[src/design/pllt_pkg.sv]
// Package for the piecewise-linear table lookup unit.
// Holds widths, command codes, the controller state type and the search token record.
// No dependencies.
package pllt_pkg;

   localparam int MAX_POINTS_DEF = 32;
   localparam int COORD_W        = 16;
   localparam int CNT_W          = 6;
   localparam int IDX_W          = 5;
   localparam int PROD_W         = 2 * COORD_W;
   localparam int NUM_W          = PROD_W + 1;
   localparam int STEP_W         = 4;
   localparam int EXT_W          = 9;

   localparam logic             CMD_WRITE   = 1'b0;
   localparam logic             CMD_QUERY   = 1'b1;
   localparam logic [CNT_W-1:0] COUNT_RESET = 6'd2;
   localparam logic [EXT_W-1:0] MIN_POINTS  = 9'd2;

   typedef enum logic [2:0] {
      ST_IDLE,
      ST_WALK,
      ST_SUM,
      ST_DIV,
      ST_FIN
   } state_type;

   // Record that walks the cell chain with one query.
   typedef struct packed {
      logic               active;
      logic [COORD_W-1:0] q;
      logic [COORD_W-1:0] first_x;
      logic [COORD_W-1:0] first_y;
      logic [COORD_W-1:0] prev_x;
      logic [COORD_W-1:0] prev_y;
      logic [COORD_W-1:0] last_x;
      logic [COORD_W-1:0] last_y;
      logic               found;
      logic               zero;
      logic [COORD_W-1:0] ya;
      logic [COORD_W-1:0] x1;
      logic [COORD_W-1:0] x2;
      logic [COORD_W-1:0] y1;
      logic [COORD_W-1:0] y2;
   } token_type;

endpackage

[src/design/pllt_div.sv]
// Restoring divider, one quotient bit per cycle, for a quotient known to fit 16 bits.
// Depends on pllt_pkg for widths.
module pllt_div (
   input  logic                         clock,
   input  logic                         reset,
   input  logic                         start,
   input  logic [pllt_pkg::NUM_W-1:0]   num,
   input  logic [pllt_pkg::COORD_W-1:0] den,
   output logic [pllt_pkg::COORD_W-1:0] quo,
   output logic                         valid
);

   logic [pllt_pkg::NUM_W-1:0]   rem_ff,  rem_in;
   logic [pllt_pkg::NUM_W-1:0]   dsr_ff,  dsr_in;
   logic [pllt_pkg::COORD_W-1:0] quo_ff,  quo_in;
   logic [pllt_pkg::STEP_W-1:0]  cnt_ff,  cnt_in;
   logic                         busy_ff, busy_in;
   logic                         valid_ff, valid_in;

   always_comb begin
      rem_in   = rem_ff;
      dsr_in   = dsr_ff;
      quo_in   = quo_ff;
      cnt_in   = cnt_ff;
      busy_in  = busy_ff;
      valid_in = valid_ff;
      if (start) begin
         rem_in   = num;
         dsr_in   = {2'b00, den, {(pllt_pkg::COORD_W - 1){1'b0}}};
         cnt_in   = '0;
         busy_in  = 1'b1;
         valid_in = 1'b0;
      end else if (busy_ff) begin
         if (rem_ff >= dsr_ff) begin
            rem_in = rem_ff - dsr_ff;
            quo_in = {quo_ff[pllt_pkg::COORD_W-2:0], 1'b1};
         end else begin
            quo_in = {quo_ff[pllt_pkg::COORD_W-2:0], 1'b0};
         end
         dsr_in = dsr_ff >> 1;
         cnt_in = cnt_ff + 1'b1;
         if (cnt_ff == {pllt_pkg::STEP_W{1'b1}}) begin
            busy_in  = 1'b0;
            valid_in = 1'b1;
         end
      end
   end

   always_ff @(posedge clock) begin
      if (reset) begin
         busy_ff  <= 1'b0;
         valid_ff <= 1'b0;
         cnt_ff   <= '0;
      end else begin
         busy_ff  <= busy_in;
         valid_ff <= valid_in;
         cnt_ff   <= cnt_in;
      end
   end

   always_ff @(posedge clock) begin
      rem_ff <= rem_in;
      dsr_ff <= dsr_in;
      quo_ff <= quo_in;
   end

   assign quo   = quo_ff;
   assign valid = valid_ff;

`ifndef SYNTHESIS
   a_valid_after_last_step: assert property (@(posedge clock) disable iff (reset)
      (busy_ff && !start && cnt_ff == {pllt_pkg::STEP_W{1'b1}}) |=> valid_ff)
      else $error("divider did not finish after its last step");
   a_not_both: assert property (@(posedge clock) disable iff (reset)
      !(busy_ff && valid_ff))
      else $error("divider busy and valid at once");
   a_start_clears: assert property (@(posedge clock) disable iff (reset)
      start |=> (busy_ff && !valid_ff))
      else $error("divider start not taken");
`endif

endmodule

[config.mk]
export PLATFORM = sky130hd
export DESIGN_NAME = pllt_div
export DESIGN_NICKNAME = d
export VERILOG_FILES = /design/src/design/pllt_pkg.sv /design/src/design/pllt_div.sv
export SDC_FILE = /design/constraint.sdc
export NUM_CORES = 1
export LEC_CHECK = 0
export ABC_AREA = 1
export BUFFER_PORTS_ARGS = -buffer_cell sky130_fd_sc_hd__buf_2
export CORE_MARGIN = 2
export CORE_UTILIZATION = 59
export CTS_CLUSTER_SIZE = 16
export DETAILED_ROUTE_END_ITERATION = 7
export GPL_TIMING_DRIVEN = 0
export HOLD_SLACK_MARGIN = 0.02
export PLACE_DENSITY = 0.86
export SLEW_MARGIN = 20
export SYNTH_ARGS = -nofsm -noshare
export SYNTH_HDL_FRONTEND = slang
export SYNTH_SLANG_ARGS = --single-unit
[constraint.sdc]
create_clock -name clock -period 3.4 [get_ports clock]
set_input_delay 0.34 -clock clock [delete_from_list [all_inputs] [get_ports clock]]
set_output_delay 0.34 -clock clock [all_outputs]
set_load 0.05 [all_outputs]
* Yosys cells after proc, flatten, opt, wreduce, memory -nomap -nowiden *
Cells that the tools add are included.

cells by class
  shift-type cells = 0
  divide/modulo/power cells = 0
  order comparisons = 1
  reductions and logical operators = 6
  $add $sub $neg = 2
  equality and inequality tests = 1
  bitwise operators = 1
  $mul = 0
  muxes and demuxes = 9

operators with widths
  kind                                                            number
  33-bit 2-to-1 mux                                               3
  31-bit 2-to-1 mux                                               2
  33-bit by 31-bit greater-or-equal comparator with 1-bit output  1
  33-bit by 31-bit subtractor with 33-bit output                  1
  2-bit AND reduction                                             3
  4-bit by 1-bit adder with 4-bit output (second input constant)  1
  4-bit == test (second input constant)                           1
  1-bit 2-to-1 mux                                                4
  2-bit nonzero test                                              2
  2-bit OR reduction                                              1
  1-bit inverter                                                  1

storage, ports and cells
  latch bits = 0
  logic and storage cells = 27
  memory bits (writable) = 0
  output and inout port bits = 17
  register bits = 86
  bits in read-only memories = 0
  bits of input ports = 52
  memories = 0

* Logic depth before layout (Yosys ltp) *
  depth after elaboration = 4
  gate-level depth with buffers = 15
  depth with buffers taken out = 15

* Worst setup path after synthesis *
Ideal clock, no wire load.

  path kind = register -> register
  from = register rem_ff[3] in the netlist's numbering
  to = register rem_ff[0] in the netlist's numbering (enable)
  arrival time = 2.116 ns
  slack = 0.894 ns
  setup time = 0.391 ns
  data required time = 3.009 ns
  cell stages (with the launch flop) = 14
  cell sequence = edfxtp_1 > ha_1 > nand2_2 > nor2_1 > nand2_1 > nand3_2 > nand2_1 > nand2_2 > nand2_2 > nand2_2 > nand2_1 > nand2_2 > nand2_1 > nand2_1

between the ends
  longest elaborated chain between the ends = 3

ends and longest elaborated chain
  what                                                            RTL line        RTL
  start, declared                                                 pllt_div.sv:13  logic [pllt_pkg::NUM_W-1:0] rem_ff, rem_in;
  start signal, assigned                                          pllt_div.sv:62  rem_ff <= rem_in;
  33-bit by 31-bit greater-or-equal comparator with 1-bit output  pllt_div.sv:34  if (rem_ff >= dsr_ff) begin
  2-bit nonzero test (no source line)                             --
  2-bit AND reduction (no source line)                            --

No other way between the ends.
A chain may end at the register's enable or synchronous reset.

* Worst setup path after layout *
  from = register rem_ff[23] in the netlist's numbering
  to = register rem_ff[11] in the netlist's numbering (enable)

The elaborated chain is that of the path after synthesis.

==> out/metrics.sh <==
SETUP_VIOLATIONS=0
RR_STARTPOINT='rem_ff[23]'
SLEW_HEADROOM_PCT=49.96
ANTENNA-DIODE-COUNT=0
POST_SYNTH.CELL_AREA_AVG_UM2=7.074
R2R_CELLS=12
FRACTION_OF_LAYOUT_INSTANCES_USING_A_DRIVE_STRENGTH_ABOVE_1_PCT=15.87
MULTI_INPUT_COMB_AREA_UM2=2819
GRT_PASS1_VIAS=5130
DP.CELLS=1037
HOLD_BUFFERS=0
FINAL_CELL_MIX='305 x sky130_fd_sc_hd__nand2_1, 171 x sky130_fd_sc_hd__inv_1, 71 x sky130_fd_sc_hd__buf_2'
SETUP.WORST_PATH.CLASS='reg2reg'
MIN_PERIOD_PS=2627
FINAL_NET_COUNT=1000
WORST_R2R_ENDPOINT='rem_ff[11]'
TOP_LEVEL_PORTS=69
CRITICAL_PATH.STARTPOINT='rem_ff[23]'
SETUP-TNS-FINAL_PS=0
WORSTPATHARRIVAL_PS=2720
LAYOUT_COMMONEST_CELL='sky130_fd_sc_hd__nand2_1'
CLOCK_LATENCY_ON_THE_WORST_SKEW_PAIR_PS=390
FLOORPLAN.INITIALDENSITY_PCT=60.71
ANTENNA_LEFT=0
P_PER_AREA_nW_PER_UM2=554.3
SEQUENTIAL_AREA_UM2=2372
PIN_COUNT_OF_THE_BIGGEST_NET_ENTERING_GLOBAL_ROUTING=26
CP.REQUIRED_PS=3490
STATIC-LEAKAGE-POWER_nW=3.483
GRT_USAGE_PCT=27.20
SYNTH.LIB_CELLS_USED.DISTINCT=35
CTS_MAX_LEVEL=3
TIMING_ENDPOINT_OF_THE_CRITICAL_PATH='rem_ff[11]'
INITIALDRTVIOLATIONCOUNT=296
MAXIMUM_CLOCK_INSERTION_BUFFER_COUNT=2
CTS_POST_SETUP_BUFFERS_INSERTED=0
CTS-ROOT-BUF='sky130_fd_sc_hd__clkbuf_8'
WIRE_LENGTH_OF_THE_FIRST_GLOBAL_ROUTING_PASS_MM=23.44
FINAL.PERIOD_UTILIZATION_PCT=77.27
WORST_SETUP_HOLD_PATH_CLK_SLEW_PS=120
SYNTH.YOSYS.SEQ_AREA_SHARE_PCT=40.16
ROUTE.DETAILED.VIAS_PER_INST=5.034
NUM-FILL-CELLS=895
AREA.GROWTH.SYNTH_TO_FINAL_PCT=12.39
DETAIL_ROUTE.FIRST_PASS.ITERATIONS=5
TIMING.CRITICAL_PATH.FROM_TYPE='flip-flop'
UNREPAIRED_SETUP_ENDPOINTS_AFTER_GLOBAL_ROUTING='false'
CORE_BOX_AREA_UM2=9729
NUMPORTBUFFERS=68
CHIPWIDTH_UM=104.1
CP_MAX_FO=17
MAX-VDD-IR-DROP_uV=343.7
CRITPATHCAPTURETYPE='flip-flop'
VIAS=5301
MAPPEDNETLISTAREA_UM2=5907
MAX-CAP-VIOLATIONS=0
FINISH.INSTANCE_AREA_UM2=6639
OUTCOME='completed'
HOLD_VIOL_FINAL=0
WL_MM=14.33
R2R_SLACK_PS=770
MAXSLEWVIOLCOUNT=0
FMAX_GHz=0.3807
DRCVIOLATIONCOUNT=0
FINAL-INSTANCE-COUNT-EXCL-FILL=1053
CTS_BUFFERS=9
ROW_COUNT=36
YOSYS_REGISTER_BITS=86
SYNTH.YOSYS.WARNINGS=0
POST_SYNTH_INST_COUNT=835
DIE_AREA_UM2=10830
CTS.REPAIR.RESIZED=0
PLACED_AREA_UM2=6446
GLOBALROUTE.TOTALOVERFLOW=0
FINALWEIGHTEDCONGESTION=0.9473
SYNTH_NETS=920
AVGROUTEDWIREPERCELL_UM=13.61
ANTENNA_FOUND_INITIAL=0
FIN_SKEW_PS=18.97
CLK_SINKS=86
DETAILEDPLACEMENTHPWL_MM=11.09
TIMING.HOLD.WORST.CLASS='in2reg'
FLOORPLAN.DIE.HEIGHT_UM=104.1
MAX_SLEW.WORST_PIN.SLEW_PS=749.8
TRITONCTS_CLOCK_TREE='built'
flip-flops by register name, summed over array words and instances (netlist names):
signal   cells
busy_ff      1
cnt_ff       4
dsr_ff      31
quo         16
rem_ff      33
valid        1
synthesized netlist by cell type (all sizes together):
cell	instances	area, um2
nand3b	5	37.54
ha	32	400.4
clkbuf	8	30.03
fa	1	20.02
nand3	41	225.2
o21a	1	7.510
and2	2	12.51
nand4	1	6.260
nor3	8	66.32
o22ai	14	87.58
nor2	48	205.2
inv	176	660.6
nand2	335	1335
or2	4	25.02
edfxtp	65	1952
a31oi	1	6.260
a21oi	22	113.9
dfxtp	21	420.4
a311oi	1	8.760
xor2	1	8.760
xnor2	10	87.58
o21ai	32	160.2
buf	6	30.03
how the worst min path moves through the flow:
| stage | from | end | slack [ps] | cells past startpoint |
|---|---|---|---|---|
| floorplan | reset | busy_ff | 420 | 1 |
| global placement | quo[14] | quo[15] | 430 | 0 |
| detailed placement | quo[4] | quo[5] | 430 | 0 |
| CTS | reset | busy_ff | 140 | 2 |
| global route | reset | busy_ff | 150 | 2 |
| finish | reset | busy_ff | 150 | 2 |
cell type report:
class,count,share of cell area (%)
clock buffers,9,1.866
well taps,133,2.507
flip-flops and latches,86,35.73
clock inverters,7,1.037
repair buffers,69,5.541
inverters,176,9.951
multi-input cells,559,42.46
plain buffers,14,0.9046
critical path: stages (launching register included):
cell,delay (ps)
sky130_fd_sc_hd__edfxtp_1,390
sky130_fd_sc_hd__ha_1,410
sky130_fd_sc_hd__nand2_2,100
sky130_fd_sc_hd__nor2_2,190
sky130_fd_sc_hd__nand2_1,130
sky130_fd_sc_hd__nor2_2,140
sky130_fd_sc_hd__nand3_1,70
sky130_fd_sc_hd__nand2_1,70
sky130_fd_sc_hd__nor2_1,40
sky130_fd_sc_hd__nand2_2,90
sky130_fd_sc_hd__nand2_1,70
sky130_fd_sc_hd__nand2_2,400
sky130_fd_sc_hd__buf_16,220
stage by stage:
stage          total power [mW]  worst slack [ps]  hold WS, ps  utilization (%)
2_1_floorplan             2.559             893.9        418.0                -
3_3_place_gp              2.887             273.8        427.1            65.92
3_5_place_dp              2.934             803.0        430.2            66.26
4_1_cts                   3.666             763.6        135.9            68.24
5_1_grt                   3.942             538.9        151.5            68.24
6_report                  3.680             773.0        147.1            68.24
where the power goes:
group	total [mW]	internal [mW]	leakage, nW	switching, mW
Sequential	1.33	1.28	0.820	0.0430
Clock	0.740	0.291	0.101	0.449
Combinational	1.61	0.552	2.56	1.06
Total	3.68	2.13	3.48	1.56
per-layer routing:
metal	track usage, %	wire [um]	vias to the layer above
met5	0	0	-
met2	44.78	6454	162
met4	11.29	413	0
li1	-	-	2736
met1	36.02	6590	2371
met3	3.947	871	32
cell families after synthesis:
kind of cell / synth area share [%]
flip-flops: 40.16
buffers and inverters: 12.20
AND/OR/NAND/NOR: 32.39
XOR/XNOR: 1.631
adder cells (fa/ha/maj): 7.117
AO/OA/AOI/OAI: 6.503
Note: power is estimated with default switching activity, not from simulation.
