<file path="src/design/pllt_pkg.sv">
// Package for the piecewise-linear table lookup unit.
// Holds widths, command codes, the controller state type and the search token record.
// No dependencies.
package pllt_pkg;

   localparam int MAX_POINTS_DEF = 32;
   localparam int COORD_W        = 16;
   localparam int CNT_W          = 6;
   localparam int IDX_W          = 5;
   localparam int PROD_W         = 2 * COORD_W;
   localparam int NUM_W          = PROD_W + 1;
   localparam int STEP_W         = 4;
   localparam int EXT_W          = 9;

   localparam logic             CMD_WRITE   = 1'b0;
   localparam logic             CMD_QUERY   = 1'b1;
   localparam logic [CNT_W-1:0] COUNT_RESET = 6'd2;
   localparam logic [EXT_W-1:0] MIN_POINTS  = 9'd2;

   typedef enum logic [2:0] {
      ST_IDLE,
      ST_WALK,
      ST_SUM,
      ST_DIV,
      ST_FIN
   } state_type;

   // Record that walks the cell chain with one query.
   typedef struct packed {
      logic               active;
      logic [COORD_W-1:0] q;
      logic [COORD_W-1:0] first_x;
      logic [COORD_W-1:0] first_y;
      logic [COORD_W-1:0] prev_x;
      logic [COORD_W-1:0] prev_y;
      logic [COORD_W-1:0] last_x;
      logic [COORD_W-1:0] last_y;
      logic               found;
      logic               zero;
      logic [COORD_W-1:0] ya;
      logic [COORD_W-1:0] x1;
      logic [COORD_W-1:0] x2;
      logic [COORD_W-1:0] y1;
      logic [COORD_W-1:0] y2;
   } token_type;

endpackage

</file>
<file path="src/design/pllt_cell.sv">
// One breakpoint cell of the search chain: stores a point and, past cell 0, tests one segment.
// Depends on pllt_pkg for the token record.
module pllt_cell #(
   parameter int IDX = 0,
   parameter int UW  = 6
) (
   input  logic                         clock,
   input  logic                         reset,
   input  logic                         wr_en,
   input  logic [pllt_pkg::COORD_W-1:0] wr_x,
   input  logic [pllt_pkg::COORD_W-1:0] wr_y,
   input  logic [UW-1:0]                n_used,
   input  pllt_pkg::token_type          tok_in,
   output pllt_pkg::token_type          tok_out
);

   localparam logic [UW-1:0] IDX_U  = UW'(IDX);
   localparam logic [UW-1:0] IDX_U1 = UW'(IDX + 1);

   logic [pllt_pkg::COORD_W-1:0] x_ff;
   logic [pllt_pkg::COORD_W-1:0] y_ff;
   pllt_pkg::token_type          tok_ff;
   pllt_pkg::token_type          tok_in_c;
   logic                         hit;

   always_ff @(posedge clock) begin
      if (wr_en) begin
         x_ff <= wr_x;
         y_ff <= wr_y;
      end
   end

   always_comb begin
      tok_in_c = tok_in;
      hit = ((tok_in.q >= tok_in.prev_x) && (tok_in.q <= x_ff)) ||
            ((tok_in.q <= tok_in.prev_x) && (tok_in.q >= x_ff));
      if (IDX == 0) begin
         tok_in_c.first_x = x_ff;
         tok_in_c.first_y = y_ff;
      end else if (tok_in.active && !tok_in.found && (IDX_U < n_used) && hit) begin
         tok_in_c.found = 1'b1;
         tok_in_c.ya    = tok_in.prev_y;
         if (x_ff < tok_in.prev_x) begin
            tok_in_c.x1 = x_ff;
            tok_in_c.x2 = tok_in.prev_x;
            tok_in_c.y1 = y_ff;
            tok_in_c.y2 = tok_in.prev_y;
         end else begin
            tok_in_c.x1 = tok_in.prev_x;
            tok_in_c.x2 = x_ff;
            tok_in_c.y1 = tok_in.prev_y;
            tok_in_c.y2 = y_ff;
         end
         tok_in_c.zero = (x_ff == tok_in.prev_x);
      end
      if (IDX_U1 == n_used) begin
         tok_in_c.last_x = x_ff;
         tok_in_c.last_y = y_ff;
      end
      tok_in_c.prev_x = x_ff;
      tok_in_c.prev_y = y_ff;
   end

   // Only the active flag is reset; the payload follows it.
   always_ff @(posedge clock) begin
      if (reset) begin
         tok_ff.active <= 1'b0;
      end else begin
         tok_ff.active <= tok_in_c.active;
      end
      tok_ff.q       <= tok_in_c.q;
      tok_ff.first_x <= tok_in_c.first_x;
      tok_ff.first_y <= tok_in_c.first_y;
      tok_ff.prev_x  <= tok_in_c.prev_x;
      tok_ff.prev_y  <= tok_in_c.prev_y;
      tok_ff.last_x  <= tok_in_c.last_x;
      tok_ff.last_y  <= tok_in_c.last_y;
      tok_ff.found   <= tok_in_c.found;
      tok_ff.zero    <= tok_in_c.zero;
      tok_ff.ya      <= tok_in_c.ya;
      tok_ff.x1      <= tok_in_c.x1;
      tok_ff.x2      <= tok_in_c.x2;
      tok_ff.y1      <= tok_in_c.y1;
      tok_ff.y2      <= tok_in_c.y2;
   end

   assign tok_out = tok_ff;

endmodule

</file>
<file path="config.mk">
export PLATFORM = sky130hd
export DESIGN_NAME = pllt_cell
export DESIGN_NICKNAME = d
export VERILOG_FILES = /design/src/design/pllt_pkg.sv /design/src/design/pllt_cell.sv
export SDC_FILE = /design/constraint.sdc
export NUM_CORES = 1
export LEC_CHECK = 0
export BUFFER_PORTS_ARGS = -buffer_cell sky130_fd_sc_hd__buf_2
export CAP_MARGIN = 20
export CORE_AREA = 2 2 170 172
export CTS_BUF_LIST = sky130_fd_sc_hd__clkbuf_4 sky130_fd_sc_hd__clkbuf_8
export DETAILED_ROUTE_END_ITERATION = 10
export DIE_AREA = 0 0 172 174
export GPL_ROUTABILITY_DRIVEN = 1
export PLACE_DENSITY = 0.54
export SETUP_SLACK_MARGIN = 0.05
export SLEW_MARGIN = 20
export SYNTH_ARGS = -nofsm -noshare
export SYNTH_HDL_FRONTEND = slang
export SYNTH_SLANG_ARGS = --single-unit
</file>
<file path="constraint.sdc">
create_clock -name clock -period 1.9 [get_ports clock]
set_input_delay 0.475 -clock clock [delete_from_list [all_inputs] [get_ports clock]]
set_output_delay 0.475 -clock clock [all_outputs]
set_load 0.02 [all_outputs]
</file>
Word-level counts from Yosys, hierarchy flattened
Index checks and enable logic that the tools add are counted.
{ "word_totals": {"out_inout_bits": 195, "inputBits": 236, "mem_count": 0, "register_bits": 195, "latchBits": 0, "elab_cells": 17, "rom_bits": 0, "ramBits": 0} }
{ "op_classes": {"n_mux": 1, "n_bitwise": 0, "eq_ne": 1, "n_shift": 0, "n_addsub": 0, "n_div": 0, "n_reduce_logical": 0, "n_lt_le_gt_ge": 0, "n_mul": 0} }
{ "op_table": {"columns": ["cell", "n"], "rows": [
  ["2-to-1 mux 32 bit", 1],
  ["equality test 1 x 6 -> 1 bit (first input constant)", 1]
]} }

Depth between registers and ports, before layout
Gate-level depths: netlist of the first run.
{ "depth": {"word_depth": 2, "ltp_mapped": 4, "depth_no_buf": 3} }

Worst setup path after synthesis of the first run
Ideal clock, no wire load.
{ "synth_timing": {"path_kind": "input to register", "from": "in n_used[1]", "to": "reg tok_ff, in the netlist tok_out[100]", "t_arrival_ns": 1.340, "path_stages": 4, "required_time_ns": 1.779, "setup_time_ns": 0.121, "path_slack_ns": 0.438, "path_buffers": 1, "cell_sequence": "nor4b_2 nand2_2 buf_6 mux2_4"} }
{ "synth_lines": {"columns": ["element", "line", "rtl"], "rows": [
  ["start: declaration", "pllt_cell.sv:12", "input logic [UW-1:0] n_used,"],
  ["end: declaration", "pllt_cell.sv:22", "pllt_pkg::token_type tok_ff;"]
]} }

Final worst setup path of the first run
{ "layout_timing": {"from": "reg tok_ff, in the netlist tok_out[58]", "to": "out tok_out[58] (netlist name)"} }
{ "layout_lines": {"columns": ["element", "line", "rtl"], "rows": [
  ["end: declaration", "pllt_cell.sv:14", "output pllt_pkg::token_type tok_out"]
]} }
No word-level cell between the ends.

==> results of run 1 <==
## registers in the layout, indices dropped and copies added (netlist names)
register and count:
y_ff 16, x_ff 16, tok_out 163
## logic make-up after synthesis
kind of cell	after synthesis
buf+inv	35
flops	195
mux	32
simple gates	4
## final timing paths
check                   start            to  slack [ns]  cells past startpoint
hold reg to reg       x_ff[3]  tok_out[133]        0.37                      0
setup reg to reg      y_ff[1]   tok_out[83]        1.10                      1
setup / recovery  tok_out[58]   tok_out[58]        0.40                      1
hold / removal      tok_in[2]    tok_out[2]        0.10                      1
## where the power goes
group          internal, W  total [W]  switching [W]
Combinational     0.000348   0.000854       0.000506
Clock              0.00151    0.00301        0.00150
Sequential         0.00446    0.00454      0.0000841
Total              0.00632    0.00841        0.00209
## placed cells by master (no fill, tap or decap)
| master | netlist | layout |
|---|---|---|
| sky130_fd_sc_hd__buf_2 | 0 | 366 |
| sky130_fd_sc_hd__dfxtp_1 | 163 | 163 |
| sky130_fd_sc_hd__edfxtp_1 | 32 | 32 |
| sky130_fd_sc_hd__mux2_4 | 30 | 30 |
| sky130_fd_sc_hd__clkbuf_8 | 0 | 18 |
| sky130_fd_sc_hd__inv_6 | 0 | 6 |
| sky130_fd_sc_hd__bufinv_16 | 0 | 4 |
| sky130_fd_sc_hd__diode_2 | 0 | 2 |
| sky130_fd_sc_hd__mux2_2 | 2 | 2 |
| sky130_fd_sc_hd__inv_4 | 0 | 2 |
| sky130_fd_sc_hd__buf_12 | 0 | 2 |
| sky130_fd_sc_hd__nor2_1 | 1 | 1 |
| sky130_fd_sc_hd__nor4b_2 | 1 | 1 |
| sky130_fd_sc_hd__nand2_2 | 1 | 1 |
| sky130_fd_sc_hd__nor2b_1 | 1 | 1 |
| sky130_fd_sc_hd__clkbuf_4 | 0 | 1 |
| sky130_fd_sc_hd__clkinv_2 | 0 | 1 |
## layer usage
metal  share of wire [%]  GRT usage (%)  vias up
met5               0.098              0        -
met4                 2.1          3.922        2
met3                  13          4.781       19
met2                  52          15.81      235
met1                  33          7.455     1458
li1                    -              -     1552
## area by class of cell
type | instances | area (um2)
clock inverter | 13 | 190.2
sequential | 195 | 4224
clock buffer | 19 | 255.2
antenna | 2 | 5.005
tap | 384 | 480.5
fill | 3044 | 20710
multi-input combinational | 36 | 504.2
timing repair buffer | 368 | 1872
## cell usage after synthesis
library cell               instances
sky130_fd_sc_hd__buf_4            32
sky130_fd_sc_hd__buf_6             3
sky130_fd_sc_hd__mux2_2            2
sky130_fd_sc_hd__nor4b_2           1
sky130_fd_sc_hd__dfxtp_1         163
sky130_fd_sc_hd__nand2_2           1
sky130_fd_sc_hd__mux2_4           30
sky130_fd_sc_hd__edfxtp_1         32
sky130_fd_sc_hd__nor2b_1           1
sky130_fd_sc_hd__nor2_1            1
## per-stage QoR
step	worst slack (ns)	hold WS (ns)	instances	utilization [%]	total power (W)
floorplan	0.4383	0.3441	266	-	0.005108
global placement	0.2214	0.3500	983	25.08	0.005503
detailed placement	0.2178	0.3549	983	25.08	0.005517
CTS	0.2844	0.03605	1015	26.65	0.008631
global route	0.3017	0.04131	1015	26.65	0.008849
finish	0.4022	0.1026	1017	26.67	0.008413
==> impl_table.tex, run 1 <==
\begin{tabular}{lr}
\hline
Metric & Value \\
\hline
\multicolumn{2}{l}{\textbf{Die}} \\
Die area & 29930 um2 \\
Starting Density & 17.72\% \\
Placement row count & 62 \\
Ports placed on the boundary & 431 \\
Y dimension of the die & 174 um \\
Die extent in x & 172 um \\
Area of the core & 28240 um2 \\
\multicolumn{2}{l}{\textbf{Drt}} \\
Routed WL per cell & 13.00 um \\
First-pass detailed-route iteration total & 3 \\
Starting DRT DRC Count & 77 \\
Antenna violation net count after detailed routing & 0 \\
Via density per instance & 3.211 \\
Routed wire length & 13230 um \\
Total via count after detailed routing & 3266 \\
DRC violations left & 0 \\
\multicolumn{2}{l}{\textbf{Placement}} \\
Cell area reported after detailed placement & 7081 um2 \\
Hpwl dp & 10480 um \\
Placer congestion estimate & 0.7341 \\
Buffers added on ports & 366 \\
\multicolumn{2}{l}{\textbf{Synth}} \\
Basic-gate share of the synthesized area counting and, or, nand and nor cells & 0.6253\% \\
FF+latch count, synth & 195 \\
Cell variety after synth & 10 \\
Average size of a mapped cell & 18.81 um2 \\
Sequential-to-total area share from yosys stat & 84.44\% \\
Post-Synth XOR/XNOR Area & 0\% \\
Synth Warn \# & 0 \\
Adder-cell share of the synthesized area & 0\% \\
Compound-Gate Fraction of Synth Area & 0\% \\
Area share of the largest cell type after synthesis & 65.23\% \\
Leading cell types by total area after synthesis & sky130\_fd\_sc\_hd\_\_dfxtp\_1 (65\%), sky130\_fd\_sc\_hd\_\_edfxtp\_1 (19\%), sky130\_fd\_sc\_hd\_\_mux2\_4 (9.0\%), sky130\_fd\_sc\_hd\_\_buf\_4 (4.8\%), sky130\_fd\_sc\_hd\_\_buf\_6 (0.68\%) \\
Post-Synthesis Net Count & 502 \\
Cell taking the most area after synthesis & sky130\_fd\_sc\_hd\_\_dfxtp\_1 \\
Cell area after synthesis & 5002 um2 \\
Combinational family with the most area after synthesis & multiplexers \\
Mapped Cells & 266 \\
Mux contribution to synthesized area & 9.455\% \\
\multicolumn{2}{l}{\textbf{STA}} \\
Maximum clock skew at final layout & 0.009339 ns \\
Worst-margin pin slew & 0.3786 ns \\
Clock period minus final worst setup slack & 1.498 ns \\
Rel. slew slack & 74.76\% \\
Setup TNS after final layout & 0 ns \\
Setup violators final & 0 \\
Portion of the clock cycle consumed by the worst path in the final layout & 78.83\% \\
Final number of hold-violating endpoints & 0 \\
Unrepaired setup endpoints after global routing & no \\
Timing-limited maximum frequency & 667.6 MHz \\
Total count of max-transition violations in the final report & 0 \\
\multicolumn{2}{l}{\textbf{Clocking}} \\
Clock insertion delay at the later pin of the skew report & 0.46 ns \\
Clock input transition at the sequential cells of the worst setup and hold paths & 0.11 ns \\
Cell at the root of the clock tree & sky130\_fd\_sc\_hd\_\_clkbuf\_8 \\
Number of cells upsized or downsized after cts & 0 \\
Clock tree from TritonCTS & done \\
CTS H-Tree Depth & 4 \\
Clock buffers created by TritonCTS & 17 \\
Clock buffer depth & 2 \\
\# clock sinks & 195 \\
Number of post-CTS setup repair buffers & 0 \\
Post-cts hold buffer count & 0 \\
\multicolumn{2}{l}{\textbf{Worst setup path}} \\
Sum of buffers and inverters on the critical path & 1 \\
Worst endpoint required time & 1.42 ns \\
Critical path cell sequence & buf\_2 \\
Worst path top cell family by delay & flip-flops \\
Endpoint kind of the worst setup timing path & output port \\
Arrival time of the worst setup path & 1.02 ns \\
Slowest cell on crit path & sky130\_fd\_sc\_hd\_\_dfxtp\_1 \\
Path type of the worst setup path & reg2out \\
Delay of the slowest cell on the worst path & 0.38 ns \\
Startpoint kind of the worst setup timing path & flop \\
Largest fanout on the critical path & 1 \\
\multicolumn{2}{l}{\textbf{Cells and area}} \\
Post-Layout Inst Area & 7531 um2 \\
Share of cells above drive strength 1 & 68.78\% \\
Synth-to-layout area growth & 50.55\% \\
Final net count & 854 \\
\multicolumn{2}{l}{\textbf{Run status}} \\
Run status & finished clean \\
\multicolumn{2}{l}{\textbf{Global route}} \\
Antenna violations before repair & 3 \\
Tot GR Track Use & 8.590\% \\
Largest net degree at the start of global routing & 33 \\
Via count of the first global-routing pass & 3452 \\
Total congestion overflow & 0 \\
First-pass GRT wire length & 18490 um \\
\multicolumn{2}{l}{\textbf{Flow run}} \\
Total of max-cap violations & 0 \\
\multicolumn{2}{l}{\textbf{Worst hold path}} \\
Worst hold-check path type & in2reg \\
\multicolumn{2}{l}{\textbf{Power and ir drop}} \\
Reported leakage power & 3.685 nW \\
Total power divided by cell area & 1117 nW/um2 \\
Peak supply drop & 0.0003969 V \\
\hline
\end{tabular}
No activity file was read; power rests on OpenSTA's default activity.
==> run 2: changes to the inputs <==
Settings changed: ABC_AREA set to 1, PLACE_DENSITY 0.54 to 0.55.
Clock period 1.9 ns to 1.3 ns, I/O delays scaled along.
==> run 2 against run 1 <==
Net effect:
- the run now ends with negative setup slack left
- clock-buffer cell count decreased by 2
- critical path depth unchanged
- via count increased by 34%
- setup slack got worse by 0.43 ns
- routed wire length increased by 38%
- utilization increased by 9.9 points
- sequential share of layout area decreased by 13 points
- register-to-register slack got worse by 0.54 ns
- clock skew increased by 0.0051 ns
- combinational power increased by 150%
- largest cell class is now buffers
==> impl_table.tex, run 2 <==
\begin{tabular}{lr}
\hline
Metric & Value \\
\hline
\multicolumn{2}{l}{\textbf{Run status}} \\
Run status & finished with violations (was finished clean) \\
Violations in the final reports & negative setup slack \\
\multicolumn{2}{l}{\textbf{Synth}} \\
Cell variety after synth & 12 (was 10) \\
Ys flop type & sky130\_fd\_sc\_hd\_\_dfxtp\_1 (unchanged) \\
Area share of the largest cell type after synthesis & 64.60\% (was 65.23\%) \\
Number of enable flip-flop cells after synthesis & 32 (unchanged) \\
FF+latch count, synth & 195 (unchanged) \\
Sequential-to-total area share from yosys stat & 83.63\% (was 84.44\%) \\
Leading cell types by total area after synthesis & sky130\_fd\_sc\_hd\_\_dfxtp\_1 (65\%), sky130\_fd\_sc\_hd\_\_edfxtp\_1 (19\%), sky130\_fd\_sc\_hd\_\_buf\_4 (5.6\%), sky130\_fd\_sc\_hd\_\_nand2\_1 (4.8\%), sky130\_fd\_sc\_hd\_\_nand4\_1 (4.0\%) (was sky130\_fd\_sc\_hd\_\_dfxtp\_1 (65\%), sky130\_fd\_sc\_hd\_\_edfxtp\_1 (19\%), sky130\_fd\_sc\_hd\_\_mux2\_4 (9.0\%), sky130\_fd\_sc\_hd\_\_buf\_4 (4.8\%), sky130\_fd\_sc\_hd\_\_buf\_6 (0.68\%)) \\
Post-synthesis async set-or-reset flop share & 0\% (unchanged) \\
Cell taking the most area after synthesis & sky130\_fd\_sc\_hd\_\_dfxtp\_1 (unchanged) \\
Mapped Cells & 342 (was 266) \\
Post-Synthesis Net Count & 578 (was 502) \\
Average size of a mapped cell & 14.77 um2 (was 18.81 um2) \\
Synth Warn \# & 0 (unchanged) \\
Cell area after synthesis & 5051 um2 (was 5002 um2) \\
Leading post-synthesis cells by instance count & sky130\_fd\_sc\_hd\_\_dfxtp\_1 (163), sky130\_fd\_sc\_hd\_\_nand2\_1 (64), sky130\_fd\_sc\_hd\_\_buf\_4 (38), sky130\_fd\_sc\_hd\_\_edfxtp\_1 (32), sky130\_fd\_sc\_hd\_\_nand4\_1 (32) (was sky130\_fd\_sc\_hd\_\_dfxtp\_1 (163), sky130\_fd\_sc\_hd\_\_buf\_4 (32), sky130\_fd\_sc\_hd\_\_edfxtp\_1 (32), sky130\_fd\_sc\_hd\_\_mux2\_4 (30), sky130\_fd\_sc\_hd\_\_buf\_6 (3)) \\
Most repeated cell in the gate-level netlist after synthesis & sky130\_fd\_sc\_hd\_\_dfxtp\_1 (unchanged) \\
\multicolumn{2}{l}{\textbf{STA}} \\
Setup TNS after final layout & -0.08285 ns (was 0 ns) \\
Post-route worst setup slack & -0.03133 ns (was 0.4022 ns) \\
Rel. slew slack & 81.61\% (was 74.76\%) \\
Total count of max-transition violations in the final report & 0 (unchanged) \\
Smallest hold slack & 0.04453 ns (was 0.1026 ns) \\
Maximum clock skew at final layout & 0.01448 ns (was 0.009339 ns) \\
Worst-margin pin slew & 0.2759 ns (was 0.3786 ns) \\
Portion of the clock cycle consumed by the worst path in the final layout & 102.4\% \\
Clock period minus final worst setup slack & 1.331 ns \\
Setup violators final & 5 (was 0) \\
Unrepaired setup endpoints after global routing & yes (was no) \\
Timing-limited maximum frequency & 751.1 MHz \\
Final number of hold-violating endpoints & 0 (unchanged) \\
\multicolumn{2}{l}{\textbf{Power and ir drop}} \\
Reported leakage power & 4.659 nW (was 3.685 nW) \\
Peak supply drop & 0.0005417 V (was 0.0003969 V) \\
Total power divided by cell area & 1256 nW/um2 (was 1117 nW/um2) \\
Total power of the final layout & 0.01298 W (was 0.008413 W) \\
\multicolumn{2}{l}{\textbf{Global route}} \\
Largest net degree at the start of global routing & 33 (unchanged) \\
Via count of the first global-routing pass & 4903 (was 3452) \\
Tot GR Track Use & 12.10\% (was 8.590\%) \\
Total congestion overflow & 0 (unchanged) \\
First-pass GRT wire length & 26720 um (was 18490 um) \\
Antenna violations before repair & 1 (was 3) \\
\multicolumn{2}{l}{\textbf{Cells and area}} \\
Flip-flop count of the largest register, all copies and words added & 163 (unchanged) \\
Most common cell after layout, fill and taps aside & sky130\_fd\_sc\_hd\_\_buf\_6 (was sky130\_fd\_sc\_hd\_\_buf\_2) \\
Share of cells above drive strength 1 & 68.65\% (was 68.78\%) \\
Layout filler cell count & 2708 (was 3044) \\
Synth-to-layout area growth & 104.6\% (was 50.55\%) \\
Most frequent cells in the layout & sky130\_fd\_sc\_hd\_\_buf\_6 (195), sky130\_fd\_sc\_hd\_\_buf\_2 (171), sky130\_fd\_sc\_hd\_\_dfxtp\_2 (158), sky130\_fd\_sc\_hd\_\_dlygate4sd3\_1 (132), sky130\_fd\_sc\_hd\_\_nand2\_1 (64) (was sky130\_fd\_sc\_hd\_\_buf\_2 (366), sky130\_fd\_sc\_hd\_\_dfxtp\_1 (163), sky130\_fd\_sc\_hd\_\_edfxtp\_1 (32), sky130\_fd\_sc\_hd\_\_mux2\_4 (30), sky130\_fd\_sc\_hd\_\_clkbuf\_8 (18)) \\
Final net count & 1062 (was 854) \\
Final Instance Count excl. Fillers & 1224 (was 1017) \\
\multicolumn{2}{l}{\textbf{Placement}} \\
Placed Cells & 1059 (was 983) \\
Hpwl dp & 11740 um (was 10480 um) \\
Buffers added on ports & 366 (unchanged) \\
Placer congestion estimate & 0.7662 (was 0.7341) \\
\multicolumn{2}{l}{\textbf{Worst setup path}} \\
Startpoint kind of the worst setup timing path & flop (unchanged) \\
Worst setup path end & tok\_out[151] (was tok\_out[58]) \\
Launch point of the worst reg-to-reg path & x\_ff[2] (was y\_ff[1]) \\
Endpoint of the worst register-to-register path & tok\_out[100] (was tok\_out[83]) \\
Worst endpoint required time & 0.98 ns (was 1.42 ns) \\
Path type of the worst setup path & reg2out (unchanged) \\
Arrival time of the worst setup path & 1.01 ns (was 1.02 ns) \\
Depth of the critical timing path with buffers and inverters included & 1 (unchanged) \\
Largest fanout on the critical path & 2 (was 1) \\
Delay of the slowest cell on the worst path & 0.40 ns (was 0.38 ns) \\
Critical path cell sequence & buf\_6 (was buf\_2) \\
Worst R2R Path Depth & 2 (was 1) \\
Launch point of the worst path & tok\_out[151] (was tok\_out[58]) \\
Endpoint kind of the worst setup timing path & output port (unchanged) \\
Register-to-register path setup slack & 0.56 ns (was 1.10 ns) \\
Sum of buffers and inverters on the critical path & 1 (unchanged) \\
Worst path top cell family by delay & flip-flops (unchanged) \\
Slowest cell on crit path & sky130\_fd\_sc\_hd\_\_dfxtp\_4 (was sky130\_fd\_sc\_hd\_\_dfxtp\_1) \\
\multicolumn{2}{l}{\textbf{Die}} \\
Ports placed on the boundary & 431 (unchanged) \\
Starting Density & 17.89\% (was 17.72\%) \\
Area of the core & 28240 um2 (unchanged) \\
Y dimension of the die & 174 um (unchanged) \\
Placement row count & 62 (unchanged) \\
Die extent in x & 172 um (unchanged) \\
Die area & 29930 um2 (unchanged) \\
\multicolumn{2}{l}{\textbf{Drt}} \\
Total via count after detailed routing & 4378 (was 3266) \\
Antenna violation net count after detailed routing & 0 (unchanged) \\
Routed WL per cell & 14.95 um (was 13.00 um) \\
Routed wire length & 18300 um (was 13230 um) \\
First-pass detailed-route iteration total & 4 (was 3) \\
DRC violations left & 0 (unchanged) \\
Via density per instance & 3.577 (was 3.211) \\
Starting DRT DRC Count & 109 (was 77) \\
\multicolumn{2}{l}{\textbf{Clocking}} \\
Clock input transition at the sequential cells of the worst setup and hold paths & 0.12 ns (was 0.11 ns) \\
\# clock sinks & 195 (unchanged) \\
Clock insertion delay at the later pin of the skew report & 0.48 ns (was 0.46 ns) \\
Clock buffer depth & 2 (unchanged) \\
Clock buffers created by TritonCTS & 17 (unchanged) \\
CTS H-Tree Depth & 4 (unchanged) \\
Clock tree from TritonCTS & done (unchanged) \\
Number of post-CTS setup repair buffers & 0 (unchanged) \\
Cell at the root of the clock tree & sky130\_fd\_sc\_hd\_\_clkbuf\_8 (unchanged) \\
\multicolumn{2}{l}{\textbf{Flow run}} \\
Total of max-cap violations & 0 (unchanged) \\
\multicolumn{2}{l}{\textbf{Worst hold path}} \\
HP Start & tok\_in[98] (was tok\_in[2]) \\
Worst hold-check path type & in2reg (unchanged) \\
\hline
\end{tabular}
==> run 2: changes by cell type after synthesis, moves of 2 or more <==
cell / before / now
sky130_fd_sc_hd__mux2_2: 2 / 0
sky130_fd_sc_hd__inv_1: 0 / 2
sky130_fd_sc_hd__nor2_2: 0 / 2
sky130_fd_sc_hd__buf_2: 0 / 3
sky130_fd_sc_hd__mux2_4: 30 / 0
sky130_fd_sc_hd__nand2_1: 0 / 64
sky130_fd_sc_hd__buf_4: 32 / 38
sky130_fd_sc_hd__nand4_1: 0 / 32
==> run 2: layer usage <==
metal	routed length (um)	part of all wire (%)	GRT usage, %
met5	0	0	0
met2	9690	53	22.02
met1	6529	36	12.15
met3	1630	8.9	4.622
met4	450	2.5	5.287
==> run 2: timing repair <==
item,in CTS,in global routing
endpoints found under the setup margin,195,195
gates resized for setup,554,4
pin swaps,0,0
hold buffers,132,0
endpoints found under the hold margin,132,0
==> run 2: tightest hold or removal path: stages <==
cell and delay [ns]:
sky130_fd_sc_hd__buf_2 0.08, sky130_fd_sc_hd__nand2_1 0.04, sky130_fd_sc_hd__nand2_1 0.05
==> run 2: area by class of cell <==
class	instances	area, um2	area share, %
sequential	195	4441	42.98
timing repair buffer	509	4506	43.61
tap	384	480.5	4.650
clock buffer	17	234.0	2.264
inverter	2	7.507	0.07266
antenna	1	2.502	0.02422
multi-input combinational	101	495.5	4.795
clock inverter	15	166.4	1.611
==> run 2: cells by family (layout without fill, tap and decap cells) <==
| kind of cell | Yosys count | after routing | share of synthesized area, % |
|---|---|---|---|
| DFF | 195 | 195 | 83.63 |
| and+or+nand+nor | 101 | 101 | 9.611 |
| buffers and inverters | 46 | 543 | 6.762 |
| other | 0 | 1 | 0 |
==> run 2: power breakdown <==
part | switching (W) | internal, W | total [W] | leakage [nW]
Clock | 0.00244 | 0.00162 | 0.00406 | 0.206
Sequential | 0.000232 | 0.00658 | 0.00681 | 1.69
Combinational | 0.000919 | 0.00119 | 0.00210 | 2.76
Total | 0.00360 | 0.00938 | 0.0130 | 4.66
==> run 2: through the flow <==
step           cell area [um2]  setup WS (ns)  util, %
6_report                 10330       -0.03133    36.59
5_1_grt                  10330       -0.08579    36.59
4_1_cts                  10320       -0.06773    36.55
3_5_place_dp              7172      -0.005118    25.40
3_3_place_gp              7172        0.02419    25.40
2_1_floorplan             5051         0.2577        -
==> run 2: how the worst min path moves through the flow <==
| stage | to | slack, ns | cells after the start |
|---|---|---|---|
| detailed placement | tok_out[150] | 0.35 | 0 |
| floorplan | tok_out[130] | 0.35 | 0 |
| CTS | tok_out[96] | 0.0007 | 3 |
| finish | tok_out[98] | 0.04 | 3 |
| global placement | tok_out[158] | 0.35 | 0 |
| global route | x_ff[10] | 0.006 | 1 |
